**config.mk**
```make
export PLATFORM = sky130hd
export DESIGN_NAME = vn_back
export DESIGN_NICKNAME = d
export VERILOG_FILES = /design/src/sv/vn_pkg.sv /design/src/sv/vn_back.sv
export VERILOG_INCLUDE_DIRS = /design/src /design/src/sv
export SDC_FILE = /design/constraint.sdc
export NUM_CORES = 2
export LEC_CHECK = 0
export BUFFER_PORTS_ARGS = -buffer_cell sky130_fd_sc_hd__buf_2
export CORE_UTILIZATION = 58
export DETAILED_ROUTE_END_ITERATION = 10
export PLACE_DENSITY = 0.77
export SLEW_MARGIN = 10
export SYNTH_ARGS = -nofsm -noshare
export SYNTH_HDL_FRONTEND = slang
export SYNTH_SLANG_ARGS = --single-unit
```
**constraint.sdc**
```tcl
create_clock -name clk_i -period 20.5 [get_ports clk_i]
set_input_delay 1.025 -clock clk_i [delete_from_list [all_inputs] [get_ports clk_i]]
set_output_delay 1.025 -clock clk_i [all_outputs]
set_load 0.02 [all_outputs]
```
**src/sv/assert_macros.svh**
```systemverilog
// Assertion macros shared by the vector normalizer RTL.
`ifndef ASSERT_MACROS_SVH
`define ASSERT_MACROS_SVH
`ifndef ASSERT_OFF
// Check a property on every rising clock edge while out of reset.
`define VN_ASSERT(lbl, clk, rstn, prop) \
  lbl: assert property (@(posedge clk) disable iff (!(rstn)) (prop)) \
    else $error("vector2_normalize assertion failed");
// Check that a condition is never true while out of reset.
`define VN_ASSERT_NEVER(lbl, clk, rstn, cond) \
  `VN_ASSERT(lbl, clk, rstn, !(cond))
`else
`define VN_ASSERT(lbl, clk, rstn, prop)
`define VN_ASSERT_NEVER(lbl, clk, rstn, cond)
`endif
`endif

```
**src/sv/vn_pkg.sv**
```systemverilog
// Shared constants for the 2-D vector normalizer.
`timescale 1ns / 1ps
package vn_pkg;

  // Default component width and fraction bits of the unit vector
  localparam int unsigned COMP_WIDTH_DEF = 16;
  localparam int unsigned FRAC_BITS_DEF  = 14;

  // Queue depths between the parts
  localparam int unsigned MID_DEPTH_DEF = 4;
  localparam int unsigned OUT_DEPTH_DEF = 2;

endpackage

```
**src/sv/vn_back.sv**
```systemverilog
// Back part: pipelined fixed-point division of both components by the length.
`timescale 1ns / 1ps
`include "assert_macros.svh"
module vn_back #(
  parameter int unsigned W = 16,
  parameter int unsigned F = 14
) (
  input  logic           clk_i,
  input  logic           rst_ni,
  input  logic           empty_i,
  input  logic [3*W+2:0] data_i,
  output logic           pop_o,
  output logic           push_o,
  output logic [3*W:0]   data_o,
  input  logic           full_i
);
  import vn_pkg::*;

  localparam int unsigned NB = F + 1;
  localparam int unsigned EW = ((W > F + 1) ? W : F + 1) + 1;

  logic           en;
  logic           v_q   [NB];
  logic [W-1:0]   len_q [NB];
  logic           nx_q  [NB];
  logic           ny_q  [NB];
  logic           z_q   [NB];
  logic [W:0]     rx_q  [NB];
  logic [W:0]     ry_q  [NB];
  logic [F:0]     qx_q  [NB];
  logic [F:0]     qy_q  [NB];
  logic           in_z, in_nx, in_ny;
  logic [W-1:0]   in_mx, in_my, in_len;
  logic [EW-1:0]  qx_ext, qy_ext, ux, uy;
  logic [W-1:0]   unit_x, unit_y;

  assign {in_z, in_nx, in_ny, in_mx, in_my, in_len} = data_i;

  // Stall the whole pipe only when its last beat cannot leave
  assign en     = !v_q[NB-1] || !full_i;
  assign pop_o  = en && !empty_i;
  assign push_o = v_q[NB-1];

  // Apply signs; a zero vector passes its zero components
  assign qx_ext = EW'(qx_q[NB-1]);
  assign qy_ext = EW'(qy_q[NB-1]);
  assign ux     = nx_q[NB-1] ? (~qx_ext + 1'b1) : qx_ext;
  assign uy     = ny_q[NB-1] ? (~qy_ext + 1'b1) : qy_ext;
  assign unit_x = z_q[NB-1] ? '0 : ux[W-1:0];
  assign unit_y = z_q[NB-1] ? '0 : uy[W-1:0];
  assign data_o = {unit_x, unit_y, len_q[NB-1], z_q[NB-1]};

  // One quotient bit per stage for each component
  for (genvar j = 0; j < NB; j++) begin : g_div
    logic           v_in, nx_in, ny_in, z_in;
    logic [W-1:0]   len_in;
    logic [W:0]     rx_in, ry_in, tx, ty, dv;
    logic [F:0]     qx_in, qy_in;
    logic           bx, by;
    if (j == 0) begin : g_init
      assign v_in   = !empty_i;
      assign len_in = in_len;
      assign nx_in  = in_nx;
      assign ny_in  = in_ny;
      assign z_in   = in_z;
      assign rx_in  = {2'b00, in_mx[W-1:1]};
      assign ry_in  = {2'b00, in_my[W-1:1]};
      assign bx     = in_mx[0];
      assign by     = in_my[0];
      assign qx_in  = '0;
      assign qy_in  = '0;
    end else begin : g_chain
      assign v_in   = v_q[j-1];
      assign len_in = len_q[j-1];
      assign nx_in  = nx_q[j-1];
      assign ny_in  = ny_q[j-1];
      assign z_in   = z_q[j-1];
      assign rx_in  = rx_q[j-1];
      assign ry_in  = ry_q[j-1];
      assign bx     = 1'b0;
      assign by     = 1'b0;
      assign qx_in  = qx_q[j-1];
      assign qy_in  = qy_q[j-1];
    end
    assign tx = {rx_in[W-1:0], bx};
    assign ty = {ry_in[W-1:0], by};
    assign dv = {1'b0, len_in};

    always_ff @(posedge clk_i or negedge rst_ni) begin
      if (!rst_ni) begin
        v_q[j] <= 1'b0;
      end else if (en) begin
        v_q[j] <= v_in;
      end
    end

    always_ff @(posedge clk_i) begin
      if (en) begin
        len_q[j] <= len_in;
        nx_q[j]  <= nx_in;
        ny_q[j]  <= ny_in;
        z_q[j]   <= z_in;
        if (tx >= dv) begin
          rx_q[j] <= tx - dv;
          qx_q[j] <= {qx_in[F-1:0], 1'b1};
        end else begin
          rx_q[j] <= tx;
          qx_q[j] <= {qx_in[F-1:0], 1'b0};
        end
        if (ty >= dv) begin
          ry_q[j] <= ty - dv;
          qy_q[j] <= {qy_in[F-1:0], 1'b1};
        end else begin
          ry_q[j] <= ty;
          qy_q[j] <= {qy_in[F-1:0], 1'b0};
        end
      end
    end
  end

  `VN_ASSERT(a_zero_len, clk_i, rst_ni, (v_q[NB-1] && z_q[NB-1]) |-> (len_q[NB-1] == '0))
  `VN_ASSERT(a_hold_stalled, clk_i, rst_ni, (v_q[NB-1] && full_i) |=> v_q[NB-1])

endmodule
```
# After elaboration in Yosys (flattened, before gate mapping)
# Memories as Yosys holds them, arrays and structs flattened.
# Index checks and enable logic that the tools add are counted.
dict set report classes {
  add_sub_neg 32
  magnitude_cmp 30
  mux 246
  n_bitwise 62
  reduce_logical 5
}
# operator n
set ops {}
lappend ops {{$mux 17} 30}
lappend ops {{$ge 17x16->1} 28}
lappend ops {{$sub 17x16->17} 28}
lappend ops {{$mux 15} 30}
lappend ops {{$mux 1} 182}
lappend ops {{$mux 16} 4}
lappend ops {{$or 1x1->1} 60}
lappend ops {{$sub 16x16->17} 2}
lappend ops {{$add 16x1->16 const B} 2}
lappend ops {{$ge 16x16->1} 2}
lappend ops {{$not 15->16} 2}
lappend ops {{$logic_not 1->1} 3}
lappend ops {{$logic_and 1x1->1} 1}
lappend ops {{$logic_or 1x1->1} 1}
dict set report word_totals {
  register_bits 15
  ramBits 1245
  input_bits 55
  out_inout_bits 51
  elab_cells 398
  mem_count 8
}
# name words width read_ports rd_ports_with_merged_regs write_ports line
set mem_list {}
lappend mem_list {rx_q 15 17 14 0 15 vn_back.sv:28} ;# logic [W:0] rx_q [NB];
lappend mem_list {ry_q 15 17 14 0 15 vn_back.sv:29} ;# logic [W:0] ry_q [NB];
lappend mem_list {len_q 15 16 15 0 15 vn_back.sv:24} ;# logic [W-1:0] len_q [NB];
lappend mem_list {qx_q 15 15 15 0 15 vn_back.sv:30} ;# logic [F:0] qx_q [NB];
lappend mem_list {qy_q 15 15 15 0 15 vn_back.sv:31} ;# logic [F:0] qy_q [NB];
lappend mem_list {nx_q 15 1 15 0 15 vn_back.sv:25} ;# logic nx_q [NB];
lappend mem_list {{+2 memories} n/a n/a n/a n/a n/a n/a}

# Longest topological paths before layout
# An unclocked memory read counts as a cell.
dict set report logic_depth {
  word_depth 6
  ltp_mapped 12
  depth_no_buf 11
}

# Least setup slack after synthesis
# OpenSTA, ideal clock, no wires.
dict set report synth_path {
  path_type {input to register}
  start {input port full_i}
  end {memory qx_q[0][0] (netlist name) (enable)}
  setup_time_ns 1.315
  t_arrival_ns 20.408
  t_required_ns 19.185
  slack_ns -1.223
  path_stages 6
  n_path_buf 4
  cell_sequence {and2_1 clkbuf_1 buf_2 clkbuf_1 clkinv_1 clkbuf_1}
}
# element line
set synth_rtl {}
lappend synth_rtl {{start: declaration} vn_back.sv:15} ;# input logic full_i
lappend synth_rtl {{end: declaration} vn_back.sv:30}

==> results.sh <==
export IMPL_area_growth_pct=9.20
export IMPL_vias=41114
export IMPL_cts_made_buffers=101
export IMPL_start_kind="flop"
export IMPL_rsz0062_at_grt="false"
export IMPL_gp_congestion=0.959
export IMPL_setup_viol_count_final=0
export IMPL_grt_max_degree=164
export IMPL_cts_buffer_depth=3
export IMPL_final_setup_skew_ps=43.4
export IMPL_finalSetupTns_ps=0
export IMPL_grt_busiest_layer="met2"
export IMPL_netlist_instances=5174
export IMPL_path_clk_slew_ps=60
export IMPL_avgSynthCellArea_sq_um=11.4
export IMPL_seq_area_frac_synth_pct=50.2
export IMPL_via_per_inst=6.09
export IMPL_critical_path_max_fanout=136
export IMPL_use_met1_pct=35.2
export IMPL_syn_nets=5737
export IMPL_synth_edf_count=969
export IMPL_relSlewSlack_pct=13.4
export IMPL_grtUsageTotal_pct=27.6
export IMPL_coreArea_sq_um=100000
export IMPL_layout_common_cells="edfxtp_1, ha_1, inv_1"
export IMPL_crit_required_ps=20810
export IMPL_cts_resized_gates=0
export IMPL_die_w_microns=321
export IMPL_dieHeight_microns=321
export IMPL_hold_buffers=0
export IMPL_wl_per_cell_microns=21.3
export IMPL_grt_pass1_wl_mm=220
export IMPL_fin_crit_ps=4670
export IMPL_worst_pin_slew_ps=1290
export IMPL_ys_ff_latch=988
export IMPL_final_common_cell="edfxtp_1"
export IMPL_clk_latency_ps=720
export IMPL_grt_use_met2_pct=46.5
export IMPL_fin_crit_sh_pct=22.8
export IMPL_routed_wirelength_mm=144
export IMPL_synth_cell_area_sq_um=58800
export IMPL_cts_setup_buffers=0
export IMPL_placementRows=116
export IMPL_drc=0
export IMPL_cts_root_buffer="clkbuf_16"
export IMPL_slew_viol_final=0
export IMPL_tritoncts="yes"
export IMPL_antenna_found_initial=1
export IMPL_dr_pass1_iters=8
export IMPL_cp_arrival_ps=4980
export IMPL_hpwl_mm=108
export IMPL_worstHoldPathType="in -> async"
export IMPL_postLayoutSetupSlackWorst_ps=15830
export IMPL_h_tree_depth=3
export IMPL_first_global_vias=39936
export IMPL_status="completed"
export IMPL_end_kind="flop"
export IMPL_ys_types=93
export IMPL_ios=106
export IMPL_synth_async_reset_ratio_pct=1.52
export IMPL_die_area_sq_um=103000
export IMPL_use_met3_pct=4.13
export IMPL_final_antenna_net_count=0
export IMPL_timing_fmax_mhz=214
export IMPL_ys_flop_type="edfxtp_1"
export IMPL_cap_violations=0
export IMPL_drt_iter0_drc=3785
export IMPL_crit_type="reg -> reg"
export IMPL_fin_nets=5877
export IMPL_start_util_pct=58.7
export IMPL_ys_warn_count=0
export IMPL_cts_sinks=988
export IMPL_hold_viol_final=0
export IMPL_grt_overflow=0
export IMPL_dp_slack_ps=15120
export IMPL_placement_io_buffers=105
export IMPL_drive_gt1_share_pct=11.1
==> path summary, 6_finish.rpt <==
path                        startpoint        endpoint  slack, ps  cells after the start
min in group clk_i         qx_q[1][20]     qx_q[1][36]        410                      0
max reg2reg                     push_o     rx_q[0][68]      15830                      5
max                             push_o     rx_q[0][68]      15830                      5
min reg2reg                qx_q[1][20]     qx_q[1][36]        410                      0
min                             rst_ni  g_div[10].v_in        200                      1
max in group asynchronous       rst_ni   g_div[3].v_in      20040                      1
==> registers in the layout, summed over array words and instances (netlist names) <==
name and cells:
len_q 240, rx_q 224, ry_q 224, qx_q 120, qy_q 120, nx_q 15
ny_q 15, z_q 15, g_div.v_in 14, push_o 1
==> cell type report <==
cell class                      instances  area [sq um]
Antenna cell                            1          2.50
Clock buffer                          130          2690
Clock inverter                         57           648
Fill cell                            7748         36000
Inverter                              366          1390
Multi-Input combinational cell       3726         27500
Sequential cell                       988         29600
Tap cell                             1357          1700
Timing Repair Buffer                  131           733
==> worst max-delay path, cell delays in order (launching register included) <==
cell and delay, ps:
dfrtp_1 370, and2_4 310, inv_8 610, buf_4 870, buf_4 920, buf_4 910
==> synth_stat cells, drive strengths merged (90+ instances only) <==
master | number | area (sq um)
a21oi | 329 | 1650
inv | 365 | 1370
nand2 | 296 | 1110
nor2b | 111 | 694
o21ai | 301 | 1510
a21o | 170 | 1280
nor3 | 101 | 505
xnor2 | 181 | 1590
nor2 | 338 | 1270
edfxtp | 969 | 29100
mux2 | 257 | 2890
ha | 480 | 6010
nand3 | 110 | 551
xor2 | 116 | 1020
o21a | 90 | 676
==> layer usage <==
| layer | wire length (microns) | part of all wire [%] |
|---|---|---|
| met3 | 8080 | 5.6 |
| met5 | 0 | 0 |
| met4 | 6650 | 4.6 |
| met2 | 69400 | 48 |
| met1 | 59500 | 41 |
==> cell families (layout without fill, tap and decap cells) <==
kind of cell | Yosys count | after routing | synth area share, %
compound gates | 1322 | 1322 | 14.7
mux | 289 | 289 | 5.46
xor+xnor | 297 | 297 | 4.42
other cells | 0 | 1 | 0
fa+ha+maj | 508 | 508 | 11.2
simple gates | 1310 | 1310 | 10.9
buf+inv | 460 | 684 | 3.05
flops | 988 | 988 | 50.2
==> metrics by stage <==
step / hold slack [ps] / utilization, % / instances / area [sq um]
2_1_floorplan: 400 / - / 5174 / 58800
3_3_place_gp: 401 / 60.7 / 6568 / 60900
3_5_place_dp: 405 / 60.7 / 6568 / 60900
4_1_cts: 165 / 64.0 / 6755 / 64200
5_1_grt: 189 / 64.1 / 6755 / 64200
6_report: 197 / 64.1 / 6756 / 64200
Power is left out: the tool's default activity adds up to more than one toggle a clock period on the data nets, which glitch-free logic cannot reach.
