## src/sv/assert_macros.svh

```systemverilog
// Assertion macros shared by the vector normalizer RTL.
`ifndef ASSERT_MACROS_SVH
`define ASSERT_MACROS_SVH
`ifndef ASSERT_OFF
// Check a property on every rising clock edge while out of reset.
`define VN_ASSERT(lbl, clk, rstn, prop) \
  lbl: assert property (@(posedge clk) disable iff (!(rstn)) (prop)) \
    else $error("vector2_normalize assertion failed");
// Check that a condition is never true while out of reset.
`define VN_ASSERT_NEVER(lbl, clk, rstn, cond) \
  `VN_ASSERT(lbl, clk, rstn, !(cond))
`else
`define VN_ASSERT(lbl, clk, rstn, prop)
`define VN_ASSERT_NEVER(lbl, clk, rstn, cond)
`endif
`endif

```

## src/sv/vn_pkg.sv

```systemverilog
// Shared constants for the 2-D vector normalizer.
`timescale 1ns / 1ps
package vn_pkg;

  // Default component width and fraction bits of the unit vector
  localparam int unsigned COMP_WIDTH_DEF = 16;
  localparam int unsigned FRAC_BITS_DEF  = 14;

  // Queue depths between the parts
  localparam int unsigned MID_DEPTH_DEF = 4;
  localparam int unsigned OUT_DEPTH_DEF = 2;

endpackage

```

## src/sv/vn_front.sv

```systemverilog
// Front part: magnitudes, squares and pipelined integer square root.
`timescale 1ns / 1ps
`include "assert_macros.svh"
module vn_front #(
  parameter int unsigned W = 16
) (
  input  logic             clk_i,
  input  logic             rst_ni,
  input  logic             push_i,
  input  logic [W-1:0]     comp_x_i,
  input  logic [W-1:0]     comp_y_i,
  output logic             full_o,
  output logic             push_o,
  output logic [3*W+2:0]   data_o,
  input  logic             full_i
);
  import vn_pkg::*;

  localparam int unsigned NF = W + 3;

  logic           en;
  logic           v_q  [NF];
  logic [W-1:0]   mx_q [NF];
  logic [W-1:0]   my_q [NF];
  logic           nx_q [NF];
  logic           ny_q [NF];
  logic           z_q  [NF];
  logic [2*W-1:0] sqx_q, sqy_q, sum_q;
  logic [2*W-1:0] s_q    [W];
  logic [W+1:0]   rem_q  [W];
  logic [W-1:0]   root_q [W];
  logic [W-1:0]   abs_x, abs_y;

  // Stall the whole pipe only when its last beat cannot leave
  assign en     = !v_q[NF-1] || !full_i;
  assign full_o = !en;
  assign push_o = v_q[NF-1];
  assign data_o = {z_q[NF-1], nx_q[NF-1], ny_q[NF-1], mx_q[NF-1], my_q[NF-1],
                   root_q[W-1]};

  assign abs_x = comp_x_i[W-1] ? (~comp_x_i + 1'b1) : comp_x_i;
  assign abs_y = comp_y_i[W-1] ? (~comp_y_i + 1'b1) : comp_y_i;

  for (genvar k = 0; k < NF; k++) begin : g_stage
    if (k == 0) begin : g_first
      // Take a valid bit from the input handshake
      always_ff @(posedge clk_i or negedge rst_ni) begin
        if (!rst_ni) begin
          v_q[k] <= 1'b0;
        end else if (en) begin
          v_q[k] <= push_i;
        end
      end
      // Capture magnitudes, signs and zero flag
      always_ff @(posedge clk_i) begin
        if (en) begin
          mx_q[k] <= abs_x;
          my_q[k] <= abs_y;
          nx_q[k] <= comp_x_i[W-1];
          ny_q[k] <= comp_y_i[W-1];
          z_q[k]  <= (comp_x_i == '0) && (comp_y_i == '0);
        end
      end
    end else begin : g_rest
      // Advance valid bits
      always_ff @(posedge clk_i or negedge rst_ni) begin
        if (!rst_ni) begin
          v_q[k] <= 1'b0;
        end else if (en) begin
          v_q[k] <= v_q[k-1];
        end
      end
      // Carry magnitudes, signs and zero flag along
      always_ff @(posedge clk_i) begin
        if (en) begin
          mx_q[k] <= mx_q[k-1];
          my_q[k] <= my_q[k-1];
          nx_q[k] <= nx_q[k-1];
          ny_q[k] <= ny_q[k-1];
          z_q[k]  <= z_q[k-1];
        end
      end
    end
  end

  // Square the magnitudes, then add
  always_ff @(posedge clk_i) begin
    if (en) begin
      sqx_q <= mx_q[0] * mx_q[0];
      sqy_q <= my_q[0] * my_q[0];
      sum_q <= sqx_q + sqy_q;
    end
  end

  // One root bit per stage
  for (genvar j = 0; j < W; j++) begin : g_sqrt
    logic [2*W-1:0] s_in;
    logic [W+1:0]   rem_in, rem_t, trial;
    logic [W-1:0]   root_in;
    if (j == 0) begin : g_init
      assign s_in    = sum_q;
      assign rem_in  = '0;
      assign root_in = '0;
    end else begin : g_chain
      assign s_in    = s_q[j-1];
      assign rem_in  = rem_q[j-1];
      assign root_in = root_q[j-1];
    end
    assign rem_t = {rem_in[W-1:0], s_in[2*W-1 -: 2]};
    assign trial = {root_in, 2'b01};
    always_ff @(posedge clk_i) begin
      if (en) begin
        s_q[j] <= {s_in[2*W-3:0], 2'b00};
        if (rem_t >= trial) begin
          rem_q[j]  <= rem_t - trial;
          root_q[j] <= {root_in[W-2:0], 1'b1};
        end else begin
          rem_q[j]  <= rem_t;
          root_q[j] <= {root_in[W-2:0], 1'b0};
        end
      end
    end
  end

  `VN_ASSERT(a_hold_stalled, clk_i, rst_ni, (v_q[NF-1] && full_i) |=> v_q[NF-1])

endmodule

```

## config.mk

```make
export PLATFORM = sky130hd
export DESIGN_NAME = vn_front
export DESIGN_NICKNAME = d
export VERILOG_FILES = /design/src/sv/vn_pkg.sv /design/src/sv/vn_front.sv
export VERILOG_INCLUDE_DIRS = /design/src /design/src/sv
export SDC_FILE = /design/constraint.sdc
export NUM_CORES = 2
export LEC_CHECK = 0
export BUFFER_PORTS_ARGS = -buffer_cell sky130_fd_sc_hd__buf_2
export CORE_ASPECT_RATIO = 1.1
export CORE_UTILIZATION = 50
export CTS_BUF_LIST = sky130_fd_sc_hd__clkbuf_4 sky130_fd_sc_hd__clkbuf_8
export CTS_CLUSTER_DIAMETER = 80
export DETAILED_ROUTE_END_ITERATION = 6
export HOLD_SLACK_MARGIN = 0.12
export PLACE_DENSITY_LB_ADDON = 0.1
export SYNTH_ARGS = -nofsm -noshare
export SYNTH_HDL_FRONTEND = slang
export SYNTH_SLANG_ARGS = --single-unit
```

## constraint.sdc

```tcl
create_clock -name clk_i -period 24.2 [get_ports clk_i]
set_input_delay 2.42 -clock clk_i [delete_from_list [all_inputs] [get_ports clk_i]]
set_output_delay 2.42 -clock clk_i [all_outputs]
set_load 0.005 [all_outputs]
```

======== Word level (Yosys, flattened, before mapping) ========
Memory sizes are Yosys's and may differ from the RTL's.
Cells that the tools add are included.
cells by class
  add/subtract/negate cells ............... 19
  $mul .................................... 2
  order comparisons ....................... 16
  muxes and demuxes ....................... 132
  bitwise logic cells ..................... 34
  reductions and logical operators ........ 7
operators with widths
  kind                                                                                 count
  16-bit 2-to-1 mux                                                                    18
  18-bit 2-to-1 mux                                                                    16
  18-bit greater-or-equal comparator                                                   15
  18-bit subtractor                                                                    15
  1-bit 2-to-1 mux                                                                     98
  16-bit by 16-bit multiplier with 32-bit output                                       2
  16-bit by 1-bit adder with 16-bit output, second input constant                      2
  32-bit adder                                                                         1
  16-bit zero test                                                                     2
  16-bit NOT                                                                           2
  1-bit bitwise OR                                                                     32
  1-bit zero test                                                                      3
  2-bit by 1-bit subtractor with 3-bit output, second input constant                   1
  2-bit by 1-bit greater-or-equal comparator with 1-bit output, second input constant  1
  1-bit logical AND                                                                    1
  1-bit logical OR                                                                     1
word-level totals
  register bits after elaboration ......... 115
  memory bits (writable) .................. 1689
  bits of input ports ..................... 36
  output and inout bits ................... 53
  logic and storage cells ................. 240
  memories kept ........................... 8
memories
  memory       words  width  rd ports  clocked after memory_dff  wr ports  RTL line        source
  s_q          16     30     15        0                         16        vn_front.sv:29  logic [2*W-1:0] s_q [W];
  mx_q         19     16     19        0                         19        vn_front.sv:23  logic [W-1:0] mx_q [NF];
  my_q         19     16     19        0                         19        vn_front.sv:24  logic [W-1:0] my_q [NF];
  rem_q        16     18     15        0                         16        vn_front.sv:30  logic [W+1:0] rem_q [W];
  root_q       16     16     16        0                         16        vn_front.sv:31  logic [W-1:0] root_q [W];
  nx_q         19     1      19        0                         19        vn_front.sv:25  logic nx_q [NF];
  +2 memories  n/a    n/a    n/a       n/a                       n/a       n/a

======== Depth between registers and ports, before layout ========
An unclocked memory read counts as a cell.
  depth after elaboration ................. 6
  depth in mapped cells ................... 25
  depth with buffers taken out ............ 24

======== Worst setup path after synthesis ========
Ideal clock, no wire load.
  kind .................................... input-to-reg
  start ................................... input port full_i
  end ..................................... register sum_q[0] (netlist: g_sqrt[0].s_in[0]) (enable)
  setup time .............................. 6932 ps
  arrival time ............................ 18588 ps
  required time ........................... 17268 ps
  slack ................................... -1320 ps
  stages .................................. 1
  path buffers ............................ 0
  cell sequence ........................... nand2_1
on the way
  cells in the longest elaborated chain, start to end .. 2
ends and longest elaborated chain
  what                    RTL line        source
  start: declaration      vn_front.sv:15  input logic full_i
  1-bit zero test         vn_front.sv:35  assign en = !v_q[NF-1] || !full_i;
  1-bit logical OR        vn_front.sv:35
  end signal: assignment  vn_front.sv:91  sum_q <= sqx_q + sqy_q;
  end: declaration        vn_front.sv:28  logic [2*W-1:0] sqx_q, sqy_q, sum_q;
No other way between the ends.
A chain may end at the register's enable or synchronous reset.

==> metrics.txt <==
run status=completed; Core Util, Final=0.555; Post-synth EDFFs=between 1000 and 1500; CTS Hold Bufs=0; First DRT Iteration DRCs=approximately 1900; drt pass-1 iters=5; Die X=~350 µm; clk_lat worst skew=approximately 0.90 ns; cells after synthesis=between 4000 and 5000; worst min path class=flop to flop; FF+latch count, synth=1376; row cnt=140; sequential share of the synthesized area=0.616; placed instance count=6579; Crit. End Element=flop; Post-CTS Setup Bufs=0; Data required, critical path=24.81 ns; clock skew=roughly 0.039 ns; Clk pin slew, worst setup/hold paths=0.06 ns; syn nets=between 5000 and 6000; die height=386 µm; initial antenna violation count=1; Final min period=roughly 7 ns; Fin. Hold Viols=0; vias post-DR=about 35000; Longest Clk Path Bufs=3; period utilization=0.289; Worst slew margin=0.277; Core Area=~130000 µm²; DP HPWL=78.7 mm; first-pass GRT wire length=182 mm; Most used DFF post-synth=edfxtp_1; final net count=~5800; Yosys cell types=78; cell area after synthesis=about 67000 µm²; final wirelength=approximately 110 mm; maximum net fanout on the critical path=18; Slew @ Worst Pin=1.09 ns; Setup TNS=0 ns; gr ovfl total=0; RSZ-0062 raised after global routing=false; type of origin of the critical path=flop; synth-to-layout area growth=10.1%; Clock Root Buffer=clkbuf_8; vias per std cell=between 5 and 6; Fmax=approximately 140 MHz; CTS tree=built; Final Non-Filler Cells=approximately 7000; Mapped Avg Cell Area=approximately 14 µm²; Starting Density=0.504; PortBufs=approximately 90; share of cells above drive strength 1=0.0980; largest net degree at the start of global routing=between 150 and 200; max-slew violation count=0; number of synthesis warnings=0; io pins=between 80 and 90; Setup violations, final=0; clock sink count=approximately 1400; Layout Cell Area excl Fill=73600 µm²; gr usage total=0.172; routed len/inst=16.1 µm; die outline area=around 140000 µm²; vias in the first global route=roughly 36000; max-capacitance violation count=0; Antenna Nets Post-Route=0; Async SR Flop Fraction=0.0138; htree depth=4; GP Congestion=between 0.8 and 0.9; Remaining DRCs=0; CTS buffer count=~220; Worst Setup Path Type=flop to flop; CP arrival=approximately 7.6 ns; Area after DPL=slightly below 70000 µm²; Gates resized, CTS repair=0
==> cell type report <==
| type | count | area, µm² |
|---|---|---|
| multi-input cells | 2625 | 22800 |
| inverters | 695 | 2610 |
| repair buffers | 108 | 616 |
| flip-flops and latches | 1376 | 41200 |
| diodes | 3 | 7.51 |
| clock inverters | 91 | 623 |
| well taps | 1775 | 2220 |
| clock buffers | 290 | 3550 |
| fillers | 10900 | 59000 |
==> logic make-up after synthesis <==
group | synth area share
simple gates | 0.0716
fa+ha+maj | 0.170
buf+inv | 0.0438
xor+xnor | 0.0369
mux | 0.00634
compound gates | 0.0554
flops | 0.616
==> final timing paths <==
check                      depth (start not counted)          to        from  slack (ns)
max                                               20   sqy_q[31]  my_q[0][6]       17.21
min                                                0  s_q[0][72]  s_q[0][40]        0.40
max reg2reg                                       20   sqy_q[31]  my_q[0][6]       17.21
min reg2reg                                        0  s_q[0][72]  s_q[0][40]        0.40
max in group asynchronous                          1      v_q[3]      rst_ni       22.40
min in group asynchronous                          1      v_q[7]      rst_ni        1.46
==> Yosys cell counts (15+ instances only) <==
library cell  number  area [µm²]
edfxtp_1        1356       40700
inv_1            694        2610
ha_1             387        4840
nand2_1          339        1270
fa_1             325        6510
nor2_1           224         841
a21oi_1          202        1010
xnor2_1          178        1560
o21ai_0          128         641
xor2_1           104         911
and2_1            87         544
a21o_1            69         518
nor3_1            68         340
clkbuf_1          67         251
o21a_1            58         435
nand3_1           49         245
nand2b_1          48         300
nor2b_1           42         263
mux2_2            31         349
nor4_1            26         163
and3_1            23         144
or3_1             22         138
nand4_1           20         125
dfrtp_1           19         475
o21bai_1          15         113
==> metrics by stage <==
step / worst slack, ns / hold slack (ns)
final: 17.21 / 0.396
after global placement: 17.42 / 0.400
after floorplan: 9.10 / 0.400
after global routing: 16.81 / 0.388
after CTS: 17.20 / 0.394
after detailed placement: 17.29 / 0.405
==> critical path: stages, from the launching register on <==
cell and delay, ns:
edfxtp_1 0.84, nand2_1 0.25, fa_1 0.61, inv_1 0.06, fa_1 0.53, fa_1 0.44, fa_1 0.51, fa_1 0.49
inv_1 0.05, fa_1 0.47, inv_1 0.04, ha_1 0.35, a21oi_1 0.19, nand2_1 0.15, a22o_1 0.29, or3_1 0.34
o211ai_1 0.21, a31oi_1 0.20, a2111oi_0 0.44, nor2_1 0.10, xnor2_1 0.13
==> flip-flops by register name (all words and copies together), names as in the netlist <==
| signal | count |
|---|---|
| mx_q | 303 |
| my_q | 303 |
| s_q | 240 |
| rem_q | 224 |
| root_q | 136 |
| g_sqrt.s_in | 32 |
| sqx_q | 31 |
| sqy_q | 31 |
| nx_q | 19 |
| ny_q | 19 |
| z_q | 19 |
| v_q | 18 |
| push_o | 1 |
==> layer usage <==
layer | track usage | up-vias | routed length (µm)
met5 | 0 | - | 0
met4 | 0.0749 | 0 | 4230
met3 | 0.0328 | 230 | 4370
met2 | 0.310 | 601 | 58900
met1 | 0.197 | 17200 | 44500
li1 | - | 17100 | -
==> cell usage in the layout (no fill, tap or decap), types with 42 or more instances in the layout <==
| cell | n |
|---|---|
| nor2_1 | 224 |
| inv_1 | 694 |
| ha_1 | 387 |
| nand2b_1 | 48 |
| a21oi_1 | 201 |
| edfxtp_1 | 1356 |
| xnor2_1 | 178 |
| clkbuf_8 | 219 |
| xor2_1 | 104 |
| nand2_1 | 337 |
| nor3_1 | 68 |
| o21a_1 | 58 |
| buf_2 | 88 |
| and2_1 | 87 |
| clkbuf_4 | 71 |
| fa_1 | 325 |
| clkinv_1 | 50 |
| a21o_1 | 69 |
| nor2b_1 | 42 |
| nand3_1 | 49 |
| o21ai_0 | 128 |
Power is left out: the tool's default activity adds up to more than one toggle a clock period on the data nets, which glitch-free logic cannot reach.
