$ cat config.mk
export PLATFORM = sky130hd
export DESIGN_NAME = vn_fifo
export DESIGN_NICKNAME = d
export VERILOG_FILES = /design/src/sv/vn_pkg.sv /design/src/sv/vn_fifo.sv
export VERILOG_INCLUDE_DIRS = /design/src /design/src/sv
export SDC_FILE = /design/constraint.sdc
export NUM_CORES = 1
export LEC_CHECK = 0
export BUFFER_PORTS_ARGS = -buffer_cell sky130_fd_sc_hd__buf_2
export CAP_MARGIN = 20
export CORE_MARGIN = 2
export CORE_UTILIZATION = 44
export CTS_CLUSTER_DIAMETER = 60
export DETAILED_ROUTE_END_ITERATION = 16
export PLACE_DENSITY = 0.72
export SETUP_SLACK_MARGIN = 0.4
export SLEW_MARGIN = 0
export SYNTH_ARGS = -nofsm -noshare
export SYNTH_HDL_FRONTEND = slang
export SYNTH_SLANG_ARGS = --single-unit
$ cat constraint.sdc
create_clock -name clk_i -period 1.6 [get_ports clk_i]
set_clock_uncertainty 0.15 [all_clocks]
set_input_delay 0.32 -clock clk_i [delete_from_list [all_inputs] [get_ports clk_i]]
set_output_delay 0.32 -clock clk_i [all_outputs]
set_load 0.05 [all_outputs]
$ cat src/sv/assert_macros.svh
// Assertion macros shared by the vector normalizer RTL.
`ifndef ASSERT_MACROS_SVH
`define ASSERT_MACROS_SVH
`ifndef ASSERT_OFF
// Check a property on every rising clock edge while out of reset.
`define VN_ASSERT(lbl, clk, rstn, prop) \
  lbl: assert property (@(posedge clk) disable iff (!(rstn)) (prop)) \
    else $error("vector2_normalize assertion failed");
// Check that a condition is never true while out of reset.
`define VN_ASSERT_NEVER(lbl, clk, rstn, cond) \
  `VN_ASSERT(lbl, clk, rstn, !(cond))
`else
`define VN_ASSERT(lbl, clk, rstn, prop)
`define VN_ASSERT_NEVER(lbl, clk, rstn, cond)
`endif
`endif

$ cat src/sv/vn_pkg.sv
// Shared constants for the 2-D vector normalizer.
`timescale 1ns / 1ps
package vn_pkg;

  // Default component width and fraction bits of the unit vector
  localparam int unsigned COMP_WIDTH_DEF = 16;
  localparam int unsigned FRAC_BITS_DEF  = 14;

  // Queue depths between the parts
  localparam int unsigned MID_DEPTH_DEF = 4;
  localparam int unsigned OUT_DEPTH_DEF = 2;

endpackage

$ cat src/sv/vn_fifo.sv
// Small register queue with push/full and pop/empty sides.
`timescale 1ns / 1ps
`include "assert_macros.svh"
module vn_fifo #(
  parameter int unsigned DATA_W = 8,
  parameter int unsigned DEPTH  = 2
) (
  input  logic              clk_i,
  input  logic              rst_ni,
  input  logic              push_i,
  input  logic [DATA_W-1:0] data_i,
  output logic              full_o,
  input  logic              pop_i,
  output logic [DATA_W-1:0] data_o,
  output logic              empty_o
);
  import vn_pkg::*;

  localparam int unsigned PTR_W = (DEPTH > 1) ? $clog2(DEPTH) : 1;
  localparam int unsigned CNT_W = $clog2(DEPTH + 1);

  logic [DATA_W-1:0] mem_q [DEPTH];
  logic [PTR_W-1:0]  wptr_q, rptr_q;
  logic [CNT_W-1:0]  cnt_q;
  logic              wr, rd;

  assign full_o  = (cnt_q == CNT_W'(DEPTH));
  assign empty_o = (cnt_q == '0);
  assign wr      = push_i && !full_o;
  assign rd      = pop_i && !empty_o;
  assign data_o  = mem_q[rptr_q];

  // Store the pushed beat
  always_ff @(posedge clk_i) begin
    if (wr) begin
      mem_q[wptr_q] <= data_i;
    end
  end

  // Advance pointers and the fill count
  always_ff @(posedge clk_i or negedge rst_ni) begin
    if (!rst_ni) begin
      wptr_q <= '0;
      rptr_q <= '0;
      cnt_q  <= '0;
    end else begin
      if (wr) begin
        wptr_q <= (wptr_q == PTR_W'(DEPTH - 1)) ? '0 : wptr_q + 1'b1;
      end
      if (rd) begin
        rptr_q <= (rptr_q == PTR_W'(DEPTH - 1)) ? '0 : rptr_q + 1'b1;
      end
      if (wr && !rd) begin
        cnt_q <= cnt_q + 1'b1;
      end else if (rd && !wr) begin
        cnt_q <= cnt_q - 1'b1;
      end
    end
  end

  `VN_ASSERT_NEVER(a_cnt_bound, clk_i, rst_ni, cnt_q > CNT_W'(DEPTH))
  `VN_ASSERT(a_cnt_step, clk_i, rst_ni, (wr && !rd) |=> (cnt_q == $past(cnt_q) + 1'b1))

endmodule

[After elaboration in Yosys (flattened, before gate mapping)]
Memories as Yosys holds them, arrays and structs flattened.
Index checks and enable logic that the tools add are counted.
Word-level totals
  bits in registers: 4
  RAM bits: 16
  output and inout port bits: 10
  logic and storage cells: 25
  memories: 1
Operators by class
  add/sub/neg operators: 4
  eq/ne operators: 1
  multiplexer cells: 6
  reductions and logical operators: 10
Memory list
  mem_q: words 2, bits a word 8, read ports 1, clocked after memory_dff 0, wr ports 1, RTL line vn_fifo.sv:22  | logic [DATA_W-1:0] mem_q [DEPTH];
Operator list (count)
  1-bit logical AND: 4
  1-bit zero test: 4
  1-bit 2-to-1 mux: 4
  2-bit 2-to-1 mux: 2
  1-bit adder, second input constant: 2
  2-bit by 1-bit adder with 2-bit output, second input constant: 1
  2-bit equality test, second input constant: 1
  2-bit zero test: 1
  2-bit nonzero test: 1
  2-bit by 1-bit subtractor with 2-bit output, second input constant: 1

[Depth between registers and ports, before layout]
Gate-level depths: netlist (run 1).
  depth after elaboration: 7
  mapped depth: 7
  mapped depth without buffers: 7

[Worst setup path before layout (run 1)]
Ideal clock, no wire load.
  path type: register to register
  start point: reg cnt_q[0]
  end point: mem mem_q[0][0], enable pin
  arrival time: 1022 ps
  required time: 1080 ps
  setup slack: 58 ps
  stages on the path, launching flop included: 4
  buffers on the path: 0
  cell sequence: dfrtp_1 > nand2b_1 > nand2_2 > nor2_1
On the way
  word-level cells in the longest chain between the ends: 5
Ends and longest elaborated chain
  from (decl): RTL line vn_fifo.sv:24  | logic [CNT_W-1:0] cnt_q;
  from (signal assigned): RTL line vn_fifo.sv:54  | cnt_q <= cnt_q + 1'b1;
  from (signal assigned): RTL line vn_fifo.sv:56  | cnt_q <= cnt_q - 1'b1;
  2-bit equality test: RTL line vn_fifo.sv:27  | assign full_o = (cnt_q == CNT_W'(DEPTH));
  1-bit zero test: RTL line vn_fifo.sv:29  | assign wr = push_i && !full_o;
  1-bit logical AND: RTL line vn_fifo.sv:29
  1-bit 2-to-1 mux: RTL line vn_fifo.sv:35  | if (wr) begin
  1-bit 2-to-1 mux (implied by the code): RTL line vn_fifo.sv:36  | mem_q[wptr_q] <= data_i;
  to (decl): RTL line vn_fifo.sv:22
No other way between the ends.

[Final worst setup path (run 1)]
  start point: reg rptr_q
  end point: out data_o[0]
On the way
  word-level cells in the longest chain between the ends: 1
Ends and longest elaborated chain
  from (decl): RTL line vn_fifo.sv:23  | logic [PTR_W-1:0] wptr_q, rptr_q;
  from (signal assigned): RTL line vn_fifo.sv:51  | rptr_q <= (rptr_q == PTR_W'(DEPTH - 1)) ? '0 : rptr_q + 1'b1;
  memory read 2 x 8 bit
  to (decl): RTL line vn_fifo.sv:14  | output logic [DATA_W-1:0] data_o,
No other way between the ends.

==> results of run 1 <==
## path summary, 6_finish.rpt
| check | to | slack [ns] | depth (start not counted) | start |
|---|---|---|---|---|
| max | data_o[0] | -0.17 | 3 | rptr_q |
| min | mem_q[1][2] | 0.07 | 1 | data_i[2] |
| max reg2reg | cnt_q[1] | 0.10 | 6 | cnt_q[0] |
| min reg2reg | wptr_q | 0.43 | 1 | wptr_q |
| max in group asynchronous | cnt_q[1] | 0.97 | 2 | rst_ni |
| min in group asynchronous | wptr_q | 0.21 | 2 | rst_ni |
## routing by layer
metal | part of all wire | up-vias | routed length (um) | track usage
li1 | - | 228 | - | -
met1 | 0.43 | 219 | 525 | 0.158
met2 | 0.54 | 12 | 659 | 0.236
met3 | 0.030 | 0 | 36 | 0.0353
met4 | 0 | 0 | 0 | 0.0514
met5 | 0 | - | 0 | 0
## through the flow
step	hold WS (ns)	setup TNS (ns)	setup WS [ns]	cell area (um^2)	total power, W
after floorplan	-0.126	0	0.136	840	0.00173
after global placement	-0.0238	-0.311	-0.0445	977	0.00191
after detailed placement	-0.0192	-0.372	-0.0504	977	0.00193
after CTS	0.0561	-1.41	-0.186	1190	0.00262
after global routing	0.0414	-1.77	-0.226	1200	0.00276
final	0.0656	-1.32	-0.173	1200	0.00263
## registers in the layout (all words and copies together), names as in the netlist
signal and flops:
mem_q 16, cnt_q 2, rptr_q 1, wptr_q 1
## area by class of cell
| class | instances | area, um^2 |
|---|---|---|
| multi-input cells | 21 | 275 |
| clock buffers | 4 | 36.3 |
| well taps | 17 | 21.3 |
| repair buffers | 31 | 279 |
| flip-flops and latches | 20 | 583 |
| inverters | 2 | 7.51 |
| fillers | 125 | 487 |
## what timing repair did
action / 4_1_cts / 5_1_grt
setup endpoints to repair: 28 / 29
hold buffers: 1 / 0
gates resized for setup: 37 / 2
endpoints found under the hold margin: 4 / 0
pin swaps: 2 / 2
setup buffers: 5 / 1
## layout by cell type, fill, tap and decap left out, types with 2 or more instances in the layout
cell and n:
sky130_fd_sc_hd__buf_2 11, sky130_fd_sc_hd__buf_4 3, sky130_fd_sc_hd__mux2_4 8, sky130_fd_sc_hd__xnor2_1 2, sky130_fd_sc_hd__inv_2 2, sky130_fd_sc_hd__buf_8 3
sky130_fd_sc_hd__clkbuf_4 3, sky130_fd_sc_hd__dfrtp_1 2, sky130_fd_sc_hd__dfrtp_2 2, sky130_fd_sc_hd__edfxtp_1 16, sky130_fd_sc_hd__buf_6 13, sky130_fd_sc_hd__xor2_1 2
sky130_fd_sc_hd__nor2_4 2
## critical path: stages (launching register included)
cell and delay [ns]:
sky130_fd_sc_hd__dfrtp_2 0.43, sky130_fd_sc_hd__buf_6 0.14, sky130_fd_sc_hd__mux2_4 0.30, sky130_fd_sc_hd__buf_8 0.15
## report_power, final
| part | internal (W) | switching (W) | leakage, nW |
|---|---|---|---|
| clock network | 0.000138 | 0.000136 | 0.0210 |
| logic | 0.000734 | 0.000776 | 0.299 |
| registers | 0.000733 | 0.000109 | 0.193 |
| total | 0.00161 | 0.00102 | 0.513 |
## cells by family (layout without fill, tap and decap cells)
kind of cell,after synthesis,count (layout),synth area share
AOI/OAI and AO/OA,1,1,0.00639
xor gates and xnor gates,5,5,0.0656
adders and majority gates,1,1,0.0160
buffers and inverters,3,37,0.0160
DFF,20,20,0.742
muxes,8,8,0.115
and+or+nand+nor,6,6,0.0384
==> results.cfg, run 1 <==
[status]
status = complete, but fails checks
failed_checks = negative setup slack

[clock_tree]
number_of_sinks_handled_by_clock_tree_synthesis = 20
tritoncts = yes
worst_skew_pair.late_latency_ns = 0.28
number_of_clock_buffers_inserted_by_tritoncts = 3
clk_pin_slew_worst_setup_hold_paths_ns = 0.10
h-tree-depth = 1
cts_root_buf = sky130_fd_sc_hd__clkbuf_4
cts_max_path_buffers = 2

[timing]
unrepaired_setup_endpoints_after_global_routing = true
worst_pin_slew_ns = 0.216
timing.final.crit_share = 1.11
endpoints_failing_setup = 8
post-route-worst-setup-slack_ns = -0.173
final.min_clock_period_ns = 1.77
final_max_slew_viol_count = 0
timing.fmax_mhz = 564
final-hold-violation-count = 0
headroom_to_the_max_slew_limit = 0.856

[setup_path]
crit_path_max_fanout = 5
setup.worst_path.class = reg2out
setup.worst_path.end_class = primary output
cp.arrival_ns = 1.30
cp_data_required_time_ns = 1.13
startpoint_class_of_the_critical_path = flip-flop

[layout]
num_antenna_cells = 0
fin_nets = 92
share_of_layout_cells_above_drive_strength_1 = 0.692
instances_no_fill = 95
post-route-util = 0.712
flow.area_growth_from_synthesis_pct = 53.8

[detailed_routing]
vias_per_cell = 4.83
wire_per_inst_um = 12.8
drt_first_iter_violations = 3
detail_route.first_pass.iterations = 2
vias = 459
routed_wl_um = 1220
drc_errors = 0
postRouteAntennaNets = 0

[floorplanning]
initial_utilization = 0.463
coreArea_um2 = 1690
io_pins = 22
row_count = 15
design.die.area_um2 = 2130
die_h_um = 46.2
die_width_um = 46.2

[synthesis]
synth.net_count = 57
synthesis.area_um2 = 782
yosys.area.top_type = sky130_fd_sc_hd__edfxtp_1
synth.area.top_cells = sky130_fd_sc_hd__edfxtp_1 (61%), sky130_fd_sc_hd__dfrtp_1 (13%), sky130_fd_sc_hd__mux2_1 (8.6%)
yosys.area.top_type_share = 0.614
synth_enable_flop_cells = 16
synthArstFlopShare = 0.200
ys_ff_latch = 20
synth_top_flop_cell = sky130_fd_sc_hd__edfxtp_1
synth_most_common_cell = sky130_fd_sc_hd__edfxtp_1
avgSynthCellArea_um2 = 17.8
yosysWarningCount = 0
synth_commonest_cells = sky130_fd_sc_hd__edfxtp_1 (16), sky130_fd_sc_hd__mux2_1 (6), sky130_fd_sc_hd__dfrtp_1 (4)
synth_cells = 44
post_synth_num_cell_types = 15
ys_seq_area_frac = 0.742

[global_routing]
grt_pass1_vias = 470
grt.total_usage = 0.135
maximum_number_of_pins_on_one_net_before_global_route_repair = 12
antenna_found_initial = 0
grt_overflow_total = 0
grt_pass1_wl_um = 1930

[pwr]
leakagePower_nw = 0.513
peakVddDrop_v = 0.00133
powerDensity_nw_per_um2 = 2180

[placement]
io_buffer_count = 21
place.gp.congestion = 0.606
dp_hpwl_um = 836
dp_cells = 84

[run]
max_cap_viol_count = 0

[hold_path]
path_category_of_the_worst_min_delay_check = in2reg
Power figures use the tool's default switching activity.
==> run 2, diff against run 1 <==
--- a/config.mk
+++ b/config.mk
@@ -18,3 +18,4 @@
 export SYNTH_ARGS = -nofsm -noshare
 export SYNTH_HDL_FRONTEND = slang
 export SYNTH_SLANG_ARGS = --single-unit
+export TNS_END_PERCENT = 50
==> run 2 against run 1 <==
Sequential share of layout area is 2.2 points lower. Sequential power is 1% higher. Clock-buffer cell count stayed put. The run still ends with negative setup slack left. Worst setup slack worse by 0.035 ns. Critical path type unchanged. Critical endpoint is now data_o[6].
==> results.cfg, run 2 (synthesized netlist as in run 1, its figures left out) <==
[status]
status = complete, but fails checks
failed_checks = negative setup slack

[pwr]
leakagePower_nw = 0.539
peakVddDrop_v = 0.00147
powerDensity_nw_per_um2 = 2210
totalPowerFinal_w = 0.00278

[floorplanning]
design.die.area_um2 = 2130
initial_utilization = 0.463
die_h_um = 46.2
die_width_um = 46.2
coreArea_um2 = 1690
io_pins = 22
row_count = 15

[timing]
timing.fmax_mhz = 553
post-route-worst-setup-slack_ns = -0.208
finalSetupTns_ns = -1.63
headroom_to_the_max_slew_limit = 0.858
unrepaired_setup_endpoints_after_global_routing = true
worst_pin_slew_ns = 0.212
endpoints_failing_setup = 9
timing.final.crit_share = 1.13
final.min_clock_period_ns = 1.81
final_max_slew_viol_count = 0
final-hold-violation-count = 0

[hold_path]
path_category_of_the_worst_min_delay_check = in2reg

[detailed_routing]
vias = 492
drt_first_iter_violations = 7
routed_wl_um = 1500
wire_per_inst_um = 15.3
vias_per_cell = 5.02
detail_route.first_pass.iterations = 4
postRouteAntennaNets = 0
drc_errors = 0

[placement]
dp_hpwl_um = 885
io_buffer_count = 21
place.gp.congestion = 0.634

[global_routing]
grt_pass1_wl_um = 1970
grt_overflow_total = 0
grt_pass1_vias = 456
maximum_number_of_pins_on_one_net_before_global_route_repair = 12
grt.total_usage = 0.141
antenna_found_initial = 0

[layout]
final_common_cell = sky130_fd_sc_hd__edfxtp_1
share_of_layout_cells_above_drive_strength_1 = 0.716
fin_nets = 95
max_flop_register = mem_q
largest_register_ff_count = 16
num_antenna_cells = 0
flow.area_growth_from_synthesis_pct = 61.0
top_regs = mem_q x16, cnt_q x2
final_cell_mix = sky130_fd_sc_hd__edfxtp_1 (16), sky130_fd_sc_hd__buf_2 (11), sky130_fd_sc_hd__mux2_4 (8), sky130_fd_sc_hd__buf_6 (8), sky130_fd_sc_hd__buf_8 (7)

[setup_path]
startpoint_class_of_the_critical_path = flip-flop
crit_path_max_fanout = 4
critPathMaxStageDelay_ns = 0.44
critical-path-slowest-cell = sky130_fd_sc_hd__dfrtp_1
critical_path_buf_inv_count = 2
setup.worst_path.class = reg2out
cpLargestDelayFamily = flip-flops
cp.arrival_ns = 1.34
timing.critical_path.cells = buf_6 -> mux2_4 -> buf_8
setup.worst_path.end_class = primary output
cp_data_required_time_ns = 1.13

[clock_tree]
h-tree-depth = 1
number_of_clock_buffers_inserted_by_tritoncts = 3
clk_pin_slew_worst_setup_hold_paths_ns = 0.11
worst_skew_pair.late_latency_ns = 0.29
cts_max_path_buffers = 2
cts_root_buf = sky130_fd_sc_hd__clkbuf_4
number_of_sinks_handled_by_clock_tree_synthesis = 20
tritoncts = yes

[run]
max_cap_viol_count = 0
run 2: repair_timing:
action | 4_1_cts | 5_1_grt
hold buffers | 1 | 0
gates cloned | 0 | 0
gates resized for setup | 41 | 5
pin swaps | 6 | 4
setup endpoints to repair | 28 | 28
endpoints found under the hold margin | 4 | 0
setup buffers | 3 | 4
run 2: per-stage QoR:
stage | cell area, um^2 | instances | setup WS [ns] | utilization | hold WS, ns
floorplan | 823 | 44 | 0.136 | - | -0.126
global placement | 1000 | 86 | 0.0610 | 0.593 | -0.0192
detailed placement | 1000 | 86 | 0.0531 | 0.593 | -0.0162
CTS | 1200 | 94 | -0.183 | 0.713 | 0.0565
global route | 1260 | 98 | -0.244 | 0.745 | 0.0411
finish | 1260 | 98 | -0.208 | 0.745 | 0.0633
run 2: layer usage:
layer  vias to the layer above  routed length [um]  global-route usage
met2                        15                 886               0.275
li1                        231                   -                   -
met3                         0                  60              0.0392
met5                         -                   0                   0
met4                         0                   0              0.0343
met1                       246                 549               0.145
run 2: final cells by class:
class / instances / area, um^2
well taps: 17 / 21.3
flip-flops and latches: 20 / 583
inverters: 2 / 7.51
repair buffers: 34 / 338
fillers: 114 / 430
multi-input cells: 21 / 283
clock buffers: 4 / 26.3
run 2: power breakdown:
part           switching (W)  leakage, nW  internal, W
logic               0.000834        0.330     0.000857
clock network       0.000146       0.0150    0.0000967
registers           0.000117        0.193     0.000733
run 2: path summary, 6_finish.rpt:
check / depth (start not counted) / endpoint / startpoint / slack (ns)
worst max register to register: 7 / cnt_q[1] / cnt_q[0] / 0.05
max in group asynchronous: 2 / cnt_q[1] / rst_ni / 0.95
min in group asynchronous: 2 / wptr_q / rst_ni / 0.21
worst max-delay path: 3 / data_o[6] / rptr_q / -0.21
worst min-delay path: 1 / mem_q[0][0] / data_i[0] / 0.06
worst min register to register: 1 / cnt_q[1] / cnt_q[1] / 0.42
==> run 3, diff against run 2 <==
--- a/config.mk
+++ b/config.mk
@@ -8,6 +8,7 @@
 export LEC_CHECK = 0
 export BUFFER_PORTS_ARGS = -buffer_cell sky130_fd_sc_hd__buf_2
 export CAP_MARGIN = 20
+export CORE_ASPECT_RATIO = 0.9
 export CORE_MARGIN = 2
 export CORE_UTILIZATION = 44
 export CTS_CLUSTER_DIAMETER = 60
==> run 3 against run 2 <==
The run still ends with negative setup slack left. Register-to-register slack hardly changed. Via count is 0.20% lower. Highest routed layer unchanged. Total power is 8.5% higher. First-iteration DRC count is 86% lower. Sequential power hardly changed. Core utilization is 5.3 points higher. Die area hardly changed. Sequential cell count stayed put. Critical path depth stayed put. Fmax is 0.13% higher. Clock-buffer cell count is 1 lower. Non-clock buffer count is 4 higher.
==> results.cfg, run 3 (synthesized netlist as in run 1, its figures left out) <==
[status]
status = complete, but fails checks
failed_checks = negative setup slack

[layout]
post-route-util = 0.798
largest_register_ff_count = 16
max_flop_register = mem_q
share_of_layout_cells_above_drive_strength_1 = 0.753
flow.area_growth_from_synthesis_pct = 69.9
fill_cells = 98
fin_nets = 99
stdcell_area_um2 = 1330
ff_latch_area_um2 = 583
final_cell_mix = sky130_fd_sc_hd__edfxtp_1 (16), sky130_fd_sc_hd__buf_6 (12), sky130_fd_sc_hd__buf_2 (11)
top_regs = mem_q x16, cnt_q x2
final_common_cell = sky130_fd_sc_hd__edfxtp_1
num_antenna_cells = 0
multiInputGateArea_um2 = 293

[detailed_routing]
routed_wl_um = 1620
detail_route.first_pass.iterations = 2
vias_per_cell = 4.50
drt_first_iter_violations = 1
wire_per_inst_um = 14.9
drc_errors = 0
vias = 491
postRouteAntennaNets = 0

[setup_path]
critical_path_buf_inv_count = 2
timing.critical_path.cells = buf_6 -> mux2_4 -> buf_8
cp_data_required_time_ns = 1.13
setup.worst_path.end_class = primary output
setup.worst_path.class = reg2out
cpLargestDelayFamily = flip-flops
startpoint_class_of_the_critical_path = flip-flop
crit_path_max_fanout = 4
cp.arrival_ns = 1.34
critPathMaxStageDelay_ns = 0.43
critical-path-slowest-cell = sky130_fd_sc_hd__dfrtp_1

[clock_tree]
worst_skew_pair.late_latency_ns = 0.29
clk_pin_slew_worst_setup_hold_paths_ns = 0.11
number_of_clock_buffers_inserted_by_tritoncts = 3
h-tree-depth = 1
cts_max_path_buffers = 2
number_of_sinks_handled_by_clock_tree_synthesis = 20
cts_root_buf = sky130_fd_sc_hd__clkbuf_4
tritoncts = yes

[global_routing]
grt_overflow_total = 0
antenna_found_initial = 0
maximum_number_of_pins_on_one_net_before_global_route_repair = 13
grt_pass1_vias = 551
grt.total_usage = 0.168
grt_pass1_wl_um = 2570

[pwr]
powerDensity_nw_per_um2 = 2270
peakVddDrop_v = 0.00161
leakagePower_nw = 0.570
totalPowerFinal_w = 0.00302

[floorplanning]
design.die.area_um2 = 2130
row_count = 14
die_width_um = 48.4
initial_utilization = 0.470
io_pins = 22
die_h_um = 44.0
coreArea_um2 = 1660

[timing]
final-hold-violation-count = 0
final_max_slew_viol_count = 0
timing.final.crit_share = 1.13
worst_pin_slew_ns = 0.207
final.min_clock_period_ns = 1.81
post-route-worst-setup-slack_ns = -0.205
endpoints_failing_setup = 8
unrepaired_setup_endpoints_after_global_routing = true
finalSetupTns_ns = -1.56
headroom_to_the_max_slew_limit = 0.862
timing.fmax_mhz = 554

[placement]
io_buffer_count = 21
dp_hpwl_um = 1020
placed_cell_area_um2 = 997
place.gp.congestion = 0.700

[hold_path]
path_category_of_the_worst_min_delay_check = in2reg

[run]
max_cap_viol_count = 0
[run 3: path summary, 6_finish.rpt]
check	start	to	slack, ns	cells past startpoint
worst min register to register	wptr_q	wptr_q	0.42	1
worst max register to register	cnt_q[0]	cnt_q[1]	0.04	6
worst min-delay path	data_i[6]	mem_q[0][6]	0.06	1
max in group asynchronous	rst_ni	cnt_q[1]	0.94	2
min in group asynchronous	rst_ni	wptr_q	0.21	2
worst max-delay path	rptr_q	data_o[6]	-0.21	3
[run 3: metal layers]
layer / routed length (um) / track usage / vias up
met5: 0 / 0 / -
met4: 0 / 0.0171 / 0
met3: 50 / 0.0414 / 0
met2: 970 / 0.353 / 12
met1: 598 / 0.177 / 239
li1: - / - / 240
[run 3: area by class of cell]
cell class,count,area share
clock buffer,3,0.0169
clock inverter,1,0.0226
inverter,2,0.00565
multi-input combinational,21,0.220
sequential,20,0.439
tap,24,0.0226
timing repair buffer,38,0.273
[run 3: stage by stage]
step,hold slack (ns),setup WS (ns),std cells
3_3_place_gp,-0.0163,0.0849,93
4_1_cts,0.0549,-0.201,103
6_report,0.0585,-0.205,109
3_5_place_dp,-0.0139,0.0166,93
5_1_grt,0.0384,-0.253,109
2_1_floorplan,-0.126,0.136,44
[run 3: where the power goes]
group / leakage, nW / internal, W / switching, W
clock network: 0.0279 / 0.000253 / 0.000148
registers: 0.193 / 0.000733 / 0.000118
logic: 0.349 / 0.000912 / 0.000856
[run 3: worst reg2reg max path, delay by kind of cell (launching register included)]
family | cells | cell delay (ns)
compound gates | 1 | 0.19
xor+xnor | 2 | 0.28
fa+ha+maj | 1 | 0.17
buf+inv | 1 | 0.15
flops | 1 | 0.45
simple gates | 1 | 0.06
[run 3: timing repair]
item	in CTS	in global routing
pin swaps	6	7
hold buffers	1	0
endpoints found under the hold margin	4	0
setup buffers	5	6
setup endpoints to repair	28	28
resized for setup	42	8
